[config.mk]
export PLATFORM = sky130hd
export DESIGN_NAME = lsp_ctrl
export DESIGN_NICKNAME = d
export VERILOG_FILES = /design/src/rtl/lsp_pkg.sv /design/src/rtl/lsp_ctrl.sv
export SDC_FILE = /design/constraint.sdc
export NUM_CORES = 1
export LEC_CHECK = 0
export BUFFER_PORTS_ARGS = -buffer_cell sky130_fd_sc_hd__buf_4
export CAP_MARGIN = 20
export CORE_AREA = 2 2 39 41
export CTS_BUF_LIST = sky130_fd_sc_hd__clkbuf_8
export DETAILED_ROUTE_END_ITERATION = 16
export DIE_AREA = 0 0 41 43
export HOLD_SLACK_MARGIN = 0.05
export PLACE_DENSITY = 0.31
export SLEW_MARGIN = 20
export SYNTH_ARGS = -nofsm -noshare
export SYNTH_HDL_FRONTEND = slang
export SYNTH_SLANG_ARGS = --single-unit
[constraint.sdc]
create_clock -name aclk -period 1.55 [get_ports aclk]
set_input_delay 0.31 -clock aclk [delete_from_list [all_inputs] [get_ports aclk]]
set_output_delay 0.31 -clock aclk [all_outputs]
set_load 0.1 [all_outputs]
[src/rtl/lsp_pkg.sv]
// Shared types, codes and constants for the LIFO stack with peek.
`timescale 1ns / 1ps
`default_nettype none

package lsp_pkg;

    localparam int DEPTH_DEFAULT = 256;

    localparam int DATA_W  = 32;
    localparam int CAP_W   = 9;
    localparam int POS_W   = 9;
    localparam int CNT_W   = 9;
    localparam int ACT_W   = 2;
    localparam int STAT_W  = 3;
    localparam int APB_W   = 32;
    localparam int PADDR_W = 3;

    localparam logic [CAP_W-1:0] CAP_RESET = 9'd256;

    // Register index carried in paddr[PADDR_W-1].
    localparam logic CAP_REG_IDX = 1'b0;

    localparam logic [ACT_W-1:0] ACT_PUSH = 2'd0;
    localparam logic [ACT_W-1:0] ACT_POP  = 2'd1;
    localparam logic [ACT_W-1:0] ACT_PEEK = 2'd2;
    localparam logic [ACT_W-1:0] ACT_TOP  = 2'd3;

    localparam logic [STAT_W-1:0] STAT_OK        = 3'd0;
    localparam logic [STAT_W-1:0] STAT_OVERFLOW  = 3'd1;
    localparam logic [STAT_W-1:0] STAT_UNDERFLOW = 3'd2;
    localparam logic [STAT_W-1:0] STAT_BADPOS    = 3'd3;
    localparam logic [STAT_W-1:0] STAT_EMPTY     = 3'd4;

    localparam logic signed [DATA_W-1:0] ERR_WORD = -32'sd1;

    typedef struct packed {
        logic [ACT_W-1:0]         action;
        logic signed [DATA_W-1:0] push_value;
        logic [POS_W-1:0]         position;
    } in_t;

    typedef struct packed {
        logic signed [DATA_W-1:0] read_value;
        logic [STAT_W-1:0]        status;
        logic [CNT_W-1:0]         entry_count;
        logic                     is_empty;
        logic                     is_full;
    } out_t;

    typedef enum logic [1:0] {
        S_IDLE,
        S_EXEC,
        S_LOAD,
        S_RESP
    } state_t;

    // Controller to datapath.
    typedef struct packed {
        logic load_item;
        logic exec;
        logic load_ram;
    } cmd_t;

    // Datapath to controller.
    typedef struct packed {
        logic needs_read;
    } dp_stat_t;

endpackage

`default_nettype wire

[src/rtl/lsp_ctrl.sv]
// Controller state machine that sequences one stack action at a time.
`timescale 1ns / 1ps
`default_nettype none

module lsp_ctrl (
    input  wire logic              aclk,
    input  wire logic              aresetn,
    input  wire logic              s_valid,
    output logic                   s_ready,
    output logic                   m_valid,
    input  wire logic              m_ready,
    input  wire lsp_pkg::dp_stat_t dp_stat,
    output lsp_pkg::cmd_t          cmd
);

    lsp_pkg::state_t state_reg;
    lsp_pkg::state_t state_next;

    always_ff @(posedge aclk) begin
        if (!aresetn) begin
            state_reg <= lsp_pkg::S_IDLE;
        end else begin
            state_reg <= state_next;
        end
    end

    always_comb begin
        state_next = state_reg;
        case (state_reg)
            lsp_pkg::S_IDLE: begin
                if (s_valid) begin
                    state_next = lsp_pkg::S_EXEC;
                end
            end
            lsp_pkg::S_EXEC: begin
                state_next = dp_stat.needs_read ? lsp_pkg::S_LOAD : lsp_pkg::S_RESP;
            end
            lsp_pkg::S_LOAD: begin
                state_next = lsp_pkg::S_RESP;
            end
            lsp_pkg::S_RESP: begin
                if (m_ready) begin
                    state_next = lsp_pkg::S_IDLE;
                end
            end
            default: begin
                state_next = lsp_pkg::S_IDLE;
            end
        endcase
    end

    always_comb begin
        s_ready       = 1'b0;
        m_valid       = 1'b0;
        cmd.load_item = 1'b0;
        cmd.exec      = 1'b0;
        cmd.load_ram  = 1'b0;
        case (state_reg)
            lsp_pkg::S_IDLE: begin
                s_ready       = 1'b1;
                cmd.load_item = s_valid;
            end
            lsp_pkg::S_EXEC: begin
                cmd.exec = 1'b1;
            end
            lsp_pkg::S_LOAD: begin
                cmd.load_ram = 1'b1;
            end
            lsp_pkg::S_RESP: begin
                m_valid = 1'b1;
            end
            default: begin
                s_ready = 1'b0;
            end
        endcase
    end

endmodule

`default_nettype wire

## Word-level counts from Yosys, hierarchy flattened

Index checks and enable logic that the tools add are counted.
W data, S select, Z words.

- Output and inout port bits: 5
- Input bits: 5
- Flip-flop bits (word level): 2
- Logic and storage cells: 17

- Reductions and logical operators: 2
- Equal/unequal tests: 5
- Mux-type cells: 9

Operator list:

| kind | count |
|---|---|
| $pmux W2 S4 | 1 |
| $mux W1 | 6 |
| $eq A2 B2 Y1 const B | 2 |
| $mux W2 | 2 |
| $ne A2 B2 Y1 const B | 2 |
| $eq A2 B1 Y1 const B | 1 |
| $logic_not A2 Y1 | 1 |
| $reduce_and A2 Y1 | 1 |

## Depth between registers and ports, before layout

Gate-level depths: netlist of run 1.

- Depth in word-level cells: 3
- Mapped depth: 5
- Mapped depth without buffers: 5

## Worst setup path before layout of run 1

OpenSTA, ideal clock, no wires.

- Path kind: register to output
- Start point: register state_reg[0]
- End point: output port cmd[2] (netlist name)
- Path slack: -892 ps
- Cell stages (with the launch flop): 4
- Arrival: 2132 ps
- Path through: dfxtp_1 inv_1 ha_1 and2_1

RTL lines:

| item | RTL line | RTL |
|---|---|---|
| start, declared | lsp_ctrl.sv:16 | `lsp_pkg::state_t state_reg;` |
| start signal, assigned | lsp_ctrl.sv:21 | `state_reg <= lsp_pkg::S_IDLE;` |
| start signal, assigned | lsp_ctrl.sv:23 | `state_reg <= state_next;` |
| end, declared | lsp_ctrl.sv:13 | `output lsp_pkg::cmd_t cmd` |

==> qor.txt, run 1 <==
Outcome: complete, no violations
Core footprint: 0.00138 mm2
Root Buffer: clkbuf_8
Detailed Route Iter0 Violations: 0
CP endpoint kind: primary output
Post-DRT Antenna Nets: 0
Total track usage: 5.81%
Worst skew pair latency: 210 ps
Inserted Diodes: 0
R2R setup slack: 180 ps
Clock-pin slew on the worst setup and hold paths: 30 ps
Nets: 42
Final Util: 23.5%
Post-Syn Instances: 19
Via count: 172
FP Rows: 14
CP arrival: 1190 ps
Most frequent cells in the layout: buf_4, nor2b_1, clkbuf_8, inv_1, ha_2
Vias in the first global route: 170
Overflow after GRT: 0
DR DRC count: 0
CP Buf/Inv Count: 2
CTS tree: done
Hold Buf Count CTS: 0
DIE WIDTH: 41 um
Critical path peak fanout: 5
Layout cells sized above 1: 54.8%
Clock sinks: 2
RSZ-0062 raised after global routing: false
Mapped Avg Cell Area: 8.82 um2
Antenna violations before repair: 0
Worst path cell trace: inv_1, ha_4, and2_4, buf_8
PortBufs: 9
Max-slew violation count: 0
Synth cell types: 12
Multi-input gate area: 140 um2
Worst min-delay path class: primary input to flop
Synthesized net count: 28
Final hold slack: 354 ps
Area Growth Syn to Fin: 94.0%
Clock Skews: 0.316 ps
Critical path class: flop to primary output
First-pass GRT wire length: 621 um
Yosys reg bits: 2
TritonCTS Buffers: 3
Routed WL per cell: 8.79 um
Io pins: 10
Relative max-transition margin: 82.4%
GP Congestion: 0.672
Largest register FFs: 2
Commonest non-fill, non-tap cell in the layout: buf_4
Worst slew pin tran: 261 ps
DRT Pass-1 Iters: 1
Final hold vios: 0
Critical path's top delay family: buffers and inverters
CP startpoint kind: flop
Setup violations, final: 0
F_max: 668 MHz
Sequential-to-total area share from yosys stat: 23.9%
Total routed wirelength: 413 um
Register area: 41.3 um2
Synth warnings: 0
Die Ht: 43 um
MaxCap Viol Count: 0
Crit share post-route: 96.6%
Starting Density: 12.1%
WP data required: 1240 ps
CP max stage delay: 320 ps
DIE AREA: 0.00176 mm2
Largest net degree at the start of global routing: 6
Vias per cell: 3.66
Tmin final: 1500 ps
CP max-delay cell: dfxtp_1
Netlist Area Pre-Place: 168 um2
Max Buffers Root-to-Sink: 2
H-tree levels: 1
Fill count: 162
cells by family (layout without fill, tap and decap cells):
family                     count (synthesis)  in the layout  synth area share [%]
and+or+nand+nor                            7              7                  26.1
adders and majority gates                  4              4                  29.9
AOI/OAI and AO/OA                          4              4                  15.7
DFF                                        2              2                  23.9
buffers and inverters                      2             14                  4.48
timing repair:
item | CTS | global route
hold endpoints to repair | 0 | 0
gates resized for setup | 1 | 2
setup buffers | 0 | 0
endpoints found under the setup margin | 1 | 2
worst reg2reg max path: stages, from the launching register on:
cell     delay, ps
dfxtp_1        350
inv_1          120
ha_4           190
nor2b_1        140
or3_1          350
a21oi_1        150
layout make-up:
type,instances,area share [%]
inverter,2,2.31
multi-input combinational,15,43.1
clock buffer,3,12.7
timing repair buffer,9,23.1
tap,16,6.15
sequential,2,12.7
cell usage after synthesis:
library cell | count | area (um2)
ha_1 | 4 | 50.1
nor2_1 | 1 | 3.75
o41ai_1 | 1 | 8.76
nor2b_1 | 3 | 18.8
a21oi_1 | 1 | 5.00
dfxtp_1 | 2 | 40.0
or3_1 | 1 | 6.26
and2_1 | 1 | 6.26
inv_1 | 2 | 7.51
a21boi_1 | 1 | 7.51
o21ai_0 | 1 | 5.00
or3b_1 | 1 | 8.76
per-layer routing:
| metal | track usage, % | vias up | wire length, um |
|---|---|---|---|
| li1 | - | 91 | - |
| met1 | 5.11 | 77 | 152 |
| met2 | 8.44 | 4 | 233 |
| met3 | 1.57 | 0 | 26 |
| met4 | 8.00 | 0 | 0 |
| met5 | 0 | - | 0 |
metrics by stage:
stage | TNS [ps] | cells | area (um2) | worst slack (ps)
2_1_floorplan | -12.6 | 19 | 188 | -12.6
3_3_place_gp | 0 | 44 | 275 | 99.4
3_5_place_dp | 0 | 44 | 275 | 136
4_1_cts | 0 | 47 | 320 | 7.76
5_1_grt | 0 | 47 | 325 | 4.21
6_report | 0 | 47 | 325 | 52.3
path summary, 6_finish.rpt:
check | start | to | cells after the start
max | state_reg[0]$_SDFFE_PN0P_ | cmd[2] | 4
min | aresetn | state_reg[0]$_SDFFE_PN0P_ | 3
max reg2reg | state_reg[0]$_SDFFE_PN0P_ | state_reg[0]$_SDFFE_PN0P_ | 5
min reg2reg | state_reg[1]$_SDFFE_PN0P_ | state_reg[1]$_SDFFE_PN0P_ | 2
Power of run 1 is left out: the tool's default activity adds up to more than one toggle a clock period on the data nets, which glitch-free logic cannot reach.
==> run 2: changes to the inputs <==
--- a/config.mk
+++ b/config.mk
@@ -5,6 +5,7 @@
 export SDC_FILE = /design/constraint.sdc
 export NUM_CORES = 1
 export LEC_CHECK = 0
+export ABC_AREA = 1
 export BUFFER_PORTS_ARGS = -buffer_cell sky130_fd_sc_hd__buf_4
 export CAP_MARGIN = 20
 export CORE_AREA = 2 2 39 41
@@ -12,7 +13,7 @@
 export DETAILED_ROUTE_END_ITERATION = 16
 export DIE_AREA = 0 0 41 43
 export HOLD_SLACK_MARGIN = 0.05
-export PLACE_DENSITY = 0.31
+export PLACE_DENSITY = 0.34
 export SLEW_MARGIN = 20
 export SYNTH_ARGS = -nofsm -noshare
 export SYNTH_HDL_FRONTEND = slang
==> run 2 against run 1 <==
First-iteration DRC count unchanged. Cell area up 16%. Wire length up 5.6%. Largest cell class unchanged.
==> qor.txt, run 2 <==
Outcome: complete, no violations
Max-slew violation count: 0 (unchanged)
Post-synth top area share: 24.8% (-5.0 points)
Critical path's top delay family: buffers and inverters
Worst path cell trace: buf_4, ha_2, buf_4
FP Rows: 14 (unchanged)
Number of non-filler instances in the completed layout: 58 (+23%)
Clock sinks: 2 (unchanged)
Fill count: 155 (-4.3%)
DR DRC count: 0 (unchanged)
CP endpoint kind: primary output
Die Ht: 43 um (unchanged)
CTS tree: done
Routed WL per cell: 7.52 um (-14%)
Vias in the first global route: 200 (+18%)
Post-DRT Antenna Nets: 0 (unchanged)
Crit share post-route: 93.5% (-3.1 points)
Post-synth EDFFs: 0 (unchanged)
Vias per cell: 3.29 (-10%)
DPL Wire Length: 346 um
DIE AREA: 0.00176 mm2 (unchanged)
Final hold vios: 0 (unchanged)
Area Growth Syn to Fin: 87.0%
CP max stage delay: 310 ps (about the same)
Relative max-transition margin: 81.5% (-0.89 points)
Root Buffer: clkbuf_8
Worst min-delay path class: primary input to flop
Max Buffers Root-to-Sink: 2 (unchanged)
RSZ-0062 raised after global routing: false
Commonest non-fill, non-tap cell in the layout: buf_4
Placed instance count: 55 (+25%)
Total routed wirelength: 436 um (+5.6%)
DIE WIDTH: 41 um (unchanged)
Setup violations, final: 0 (unchanged)
Worst skew pair latency: 210 ps (about the same)
Core footprint: 0.00138 mm2 (unchanged)
Antenna violations before repair: 0 (unchanged)
PortBufs: 9 (unchanged)
Async SR Flop Fraction: 0% (unchanged)
Register area: 40.0 um2 (-3.0%)
Starting Density: 14.6% (+2.4 points)
Largest net degree at the start of global routing: 5 (-1)
R2R setup slack: 540 ps (+360 ps)
Top post-synthesis cells by area: ha_1, dfxtp_1, inv_1, nand2_1, a21oi_2
Worst slew pin tran: 280 ps (+19.1 ps)
Most instantiated library cell after synthesis: inv_1
TritonCTS Buffers: 3 (unchanged)
Critical path peak fanout: 4 (-1)
CP max-delay cell: dfxtp_1
H-tree levels: 1 (unchanged)
Most frequent cells in the layout: buf_4, inv_1, nand2_1, clkbuf_8
DRT Pass-1 Iters: 1 (unchanged)
MaxCap Viol Count: 0 (unchanged)
Largest register FFs: 2 (unchanged)
CP startpoint kind: flop
Via count: 191 (+11%)
First-pass GRT wire length: 807 um (+30%)
Worst path most repeated cell: buf_4
CP arrival: 1140 ps (-50 ps)
Post-CTS Resized: 0 (-1)
Post-CTS setup buffer count: 0 (unchanged)
Synth cell types: 9 (-3)
Hold EP: state_reg[1]$_SDFFE_PN0P_
Detailed Route Iter0 Violations: 0 (unchanged)
Top FF cell, synth: dfxtp_1
Worst R2R End: state_reg[0]$_SDFFE_PN0P_
Netlist Area Pre-Place: 201 um2 (+20%)
CP Buf/Inv Count: 2 (unchanged)
Hold Buf Count CTS: 0 (unchanged)
Sequential-to-total area share from yosys stat: 19.9% (-4.0 points)
Io pins: 10 (unchanged)
Synth area leader: ha_1
Nets: 53 (+26%)
Inserted Diodes: 0 (unchanged)
Reg-to-reg startpoint: state_reg[0]$_SDFFE_PN0P_
Hold Path Depth: 3 (unchanged)
Worst Reg-to-Reg Cells: 5 (unchanged)
Multi-input gate area: 151 um2 (+8.0%)
Final Util: 27.2% (+3.7 points)
Mapped Avg Cell Area: 7.19 um2 (-18%)
Synth warnings: 0 (unchanged)
Hold_sp: aresetn
Synthesized net count: 37 (+32%)
Clock-pin slew on the worst setup and hold paths: 30 ps (about the same)
Post-Syn Instances: 28 (+9)
Post-synth top cells: inv_1, nand2_1, ha_1
Tmin final: 1450 ps (-47.9 ps)
Clock Skews: 0.497 ps (+0.181 ps)
GP Congestion: 0.698 (+3.8%)
Yosys reg bits: 2 (unchanged)
Overflow after GRT: 0 (unchanged)
WP data required: 1240 ps (about the same)
Critical path class: flop to primary output
CP startpoint: state_reg[1]$_SDFFE_PN0P_
Total track usage: 7.01% (+1.2 points)
Layout cells sized above 1: 57.1% (+2.3 points)
F_max: 690 MHz (+3.3%)
## run 2: worst max path at each step
stage / endpoint / cells past startpoint
floorplan: cmd[2] / 4
global placement: cmd[2] / 5
detailed placement: cmd[2] / 5
CTS: cmd[2] / 5
global route: cmd[2] / 5
finish: m_valid / 3
## run 2: logic make-up after synthesis
family	count (synthesis)	share of synthesized area [%]
flip-flops	2	19.9
AND/OR/NAND/NOR	12	31.7
AO/OA/AOI/OAI	2	8.70
buffers and inverters	8	14.9
adder cells (fa/ha/maj)	4	24.8
## run 2: area by class of cell
| class | instances | area share, % |
|---|---|---|
| multi-input combinational | 18 | 40.2 |
| timing repair buffer | 11 | 23.9 |
| clock buffer | 3 | 11.0 |
| sequential | 2 | 10.6 |
| inverter | 8 | 8.97 |
| tap | 16 | 5.32 |
## run 2: worst reg2reg max path: stages (launching register included)
cell     delay [ps]
dfxtp_1         300
buf_4           140
ha_2            200
nand2_4          80
nand3_1         100
a21oi_2         130
## run 2: routing by layer
layer / track usage (%) / wire length, um / vias up
met1: 8.63 / 184 / 75
li1: - / - / 111
met5: 0 / 0 / -
met4: 6.00 / 0 / 0
met3: 3.14 / 32 / 0
met2: 8.75 / 219 / 5
## run 2: metrics by stage
step                hold slack, ps  area, um2  worst slack [ps]  TNS, ps
detailed placement             564        325               231        0
global route                   367        377              27.8        0
floorplan                      466        223             -64.0    -69.3
CTS                            358        367              10.1        0
finish                         357        377               100        0
global placement               567        325               225        0
Power of run 2 is left out for the same reason.
==> run 3: changes to the inputs <==
--- a/config.mk
+++ b/config.mk
@@ -13,7 +13,6 @@
 export DETAILED_ROUTE_END_ITERATION = 16
 export DIE_AREA = 0 0 41 43
 export HOLD_SLACK_MARGIN = 0.05
-export PLACE_DENSITY = 0.34
 export SLEW_MARGIN = 20
 export SYNTH_ARGS = -nofsm -noshare
 export SYNTH_HDL_FRONTEND = slang
==> run 3 against run 2 <==
Die area did not move. Count of clock-buffer cells in the layout did not move. Via count is 4.7% higher. Fmax decreased by 1.1%. Global-route usage is 0.41 points lower. Wire length down 3.0%. Largest cell class unchanged.
==> qor.txt, run 3 (same netlist as run 2, synthesis figures left out) <==
Multi-input gate area: 149 um2 (-1.7%)
Hold Buf Count CTS: 0 (unchanged)
Most frequent cells in the layout: buf_4, inv_1, nand2_1, clkbuf_8
Pre-CTS WS: 234 ps (+2.97 ps)
H-tree levels: 1 (unchanged)
Antenna violations before repair: 0 (unchanged)
Largest net degree at the start of global routing: 5 (unchanged)
DIE AREA: 0.00176 mm2 (unchanged)
Routed WL per cell: 7.29 um (-3.0%)
Post-layout worst setup margin: 84.5 ps (-15.6 ps)
CP Buf/Inv Count: 3 (+1)
Nets: 53 (unchanged)
Post-CTS Resized: 0 (unchanged)
GP Congestion: 0.636 (-8.8%)
Worst path cell trace: inv_1, ha_4, nand2_1, clkinvlp_4, buf_6
MaxCap Viol Count: 0 (unchanged)
Overflow after GRT: 0 (unchanged)
CP arrival: 1160 ps (+20 ps)
F_max: 682 MHz (-1.1%)
Critical path's top delay family: buffers and inverters
Final hold vios: 0 (unchanged)
Inserted Diodes: 0 (unchanged)
First-pass GRT wire length: 634 um (-21%)
CTS tree: done
Clock-pin slew on the worst setup and hold paths: 30 ps (about the same)
Layout cells sized above 1: 54.8% (-2.4 points)
Fill count: 156 (+0.65%)
WP data required: 1240 ps (about the same)
Clock sinks: 2 (unchanged)
Post-DRT Antenna Nets: 0 (unchanged)
CP startpoint kind: flop
Critical path peak fanout: 4 (unchanged)
Root Buffer: clkbuf_8
Via count: 200 (+4.7%)
Clock Skews: 0.0950 ps (-0.402 ps)
Outcome: complete, no violations
DR DRC count: 0 (unchanged)
Crit share post-route: 94.5% (+1.0 points)
Io pins: 10 (unchanged)
Relative max-transition margin: 81.6% (about the same)
Register area: 40.0 um2 (unchanged)
Largest register FFs: 2 (unchanged)
RSZ-0062 raised after global routing: false
DIE WIDTH: 41 um (unchanged)
Worst skew pair latency: 210 ps (about the same)
Vias in the first global route: 184 (-8.0%)
Worst min-delay path class: primary input to flop
Critical path class: flop to primary output
Max Buffers Root-to-Sink: 2 (unchanged)
TritonCTS Buffers: 3 (unchanged)
Core footprint: 0.00138 mm2 (unchanged)
Max-slew violation count: 0 (unchanged)
Die Ht: 43 um (unchanged)
Tmin final: 1470 ps (+15.6 ps)
Total track usage: 6.60% (-0.41 points)
CP max stage delay: 300 ps (about the same)
Starting Density: 14.6% (unchanged)
Post-CTS setup buffer count: 0 (unchanged)
Worst slew pin tran: 279 ps (-0.888 ps)
Total routed wirelength: 423 um (-3.0%)
PortBufs: 9 (unchanged)
FP Rows: 14 (unchanged)
CP max-delay cell: dfxtp_1
Commonest non-fill, non-tap cell in the layout: buf_4
Vias per cell: 3.45 (+4.7%)
Detailed Route Iter0 Violations: 3 (+3)
Area Growth Syn to Fin: 83.9%
Setup violations, final: 0 (unchanged)
CP endpoint kind: primary output
DRT Pass-1 Iters: 2 (+1)
-- run 3: metal layers --
metal | part of all wire, % | GRT usage [%]
met5 | 0 | 0
met4 | 3.3 | 12.0
met3 | 7.1 | 3.14
met2 | 49 | 8.13
met1 | 41 | 5.08
-- run 3: path summary, 6_finish.rpt --
| path | slack, ps | to | from | depth (start not counted) |
|---|---|---|---|---|
| worst max-delay path | 80 | cmd[2] | state_reg[0]$_SDFFE_PN0P_ | 5 |
| worst min register to register | 610 | state_reg[1]$_SDFFE_PN0P_ | state_reg[1]$_SDFFE_PN0P_ | 3 |
| worst min-delay path | 360 | state_reg[1]$_SDFFE_PN0P_ | aresetn | 3 |
| worst max register to register | 550 | state_reg[0]$_SDFFE_PN0P_ | state_reg[0]$_SDFFE_PN0P_ | 5 |
-- run 3: final cells by class --
cell class | instances | share of cell area [%]
multi-input combinational | 18 | 40.2
timing repair buffer | 11 | 23.3
tap | 16 | 5.41
sequential | 2 | 10.8
clock buffer | 3 | 11.1
inverter | 8 | 9.12
-- run 3: through the flow --
stage	hold WS, ps	setup TNS (ps)	instance area [um2]	util, %	std cells
2_1_floorplan	466	-69.3	223	-	28
3_3_place_gp	568	0	325	23.5	55
3_5_place_dp	573	0	325	23.5	55
4_1_cts	358	0	367	26.5	58
5_1_grt	368	0	370	26.8	58
6_report	357	0	370	26.8	58
-- run 3: worst reg2reg max path, stage by stage, from the launching register on --
cell and delay [ps]:
dfxtp_1 300, buf_4 140, ha_2 200, nand2_4 80
nand3_1 90, a21oi_2 130
Power of run 3 is left out for the same reason.
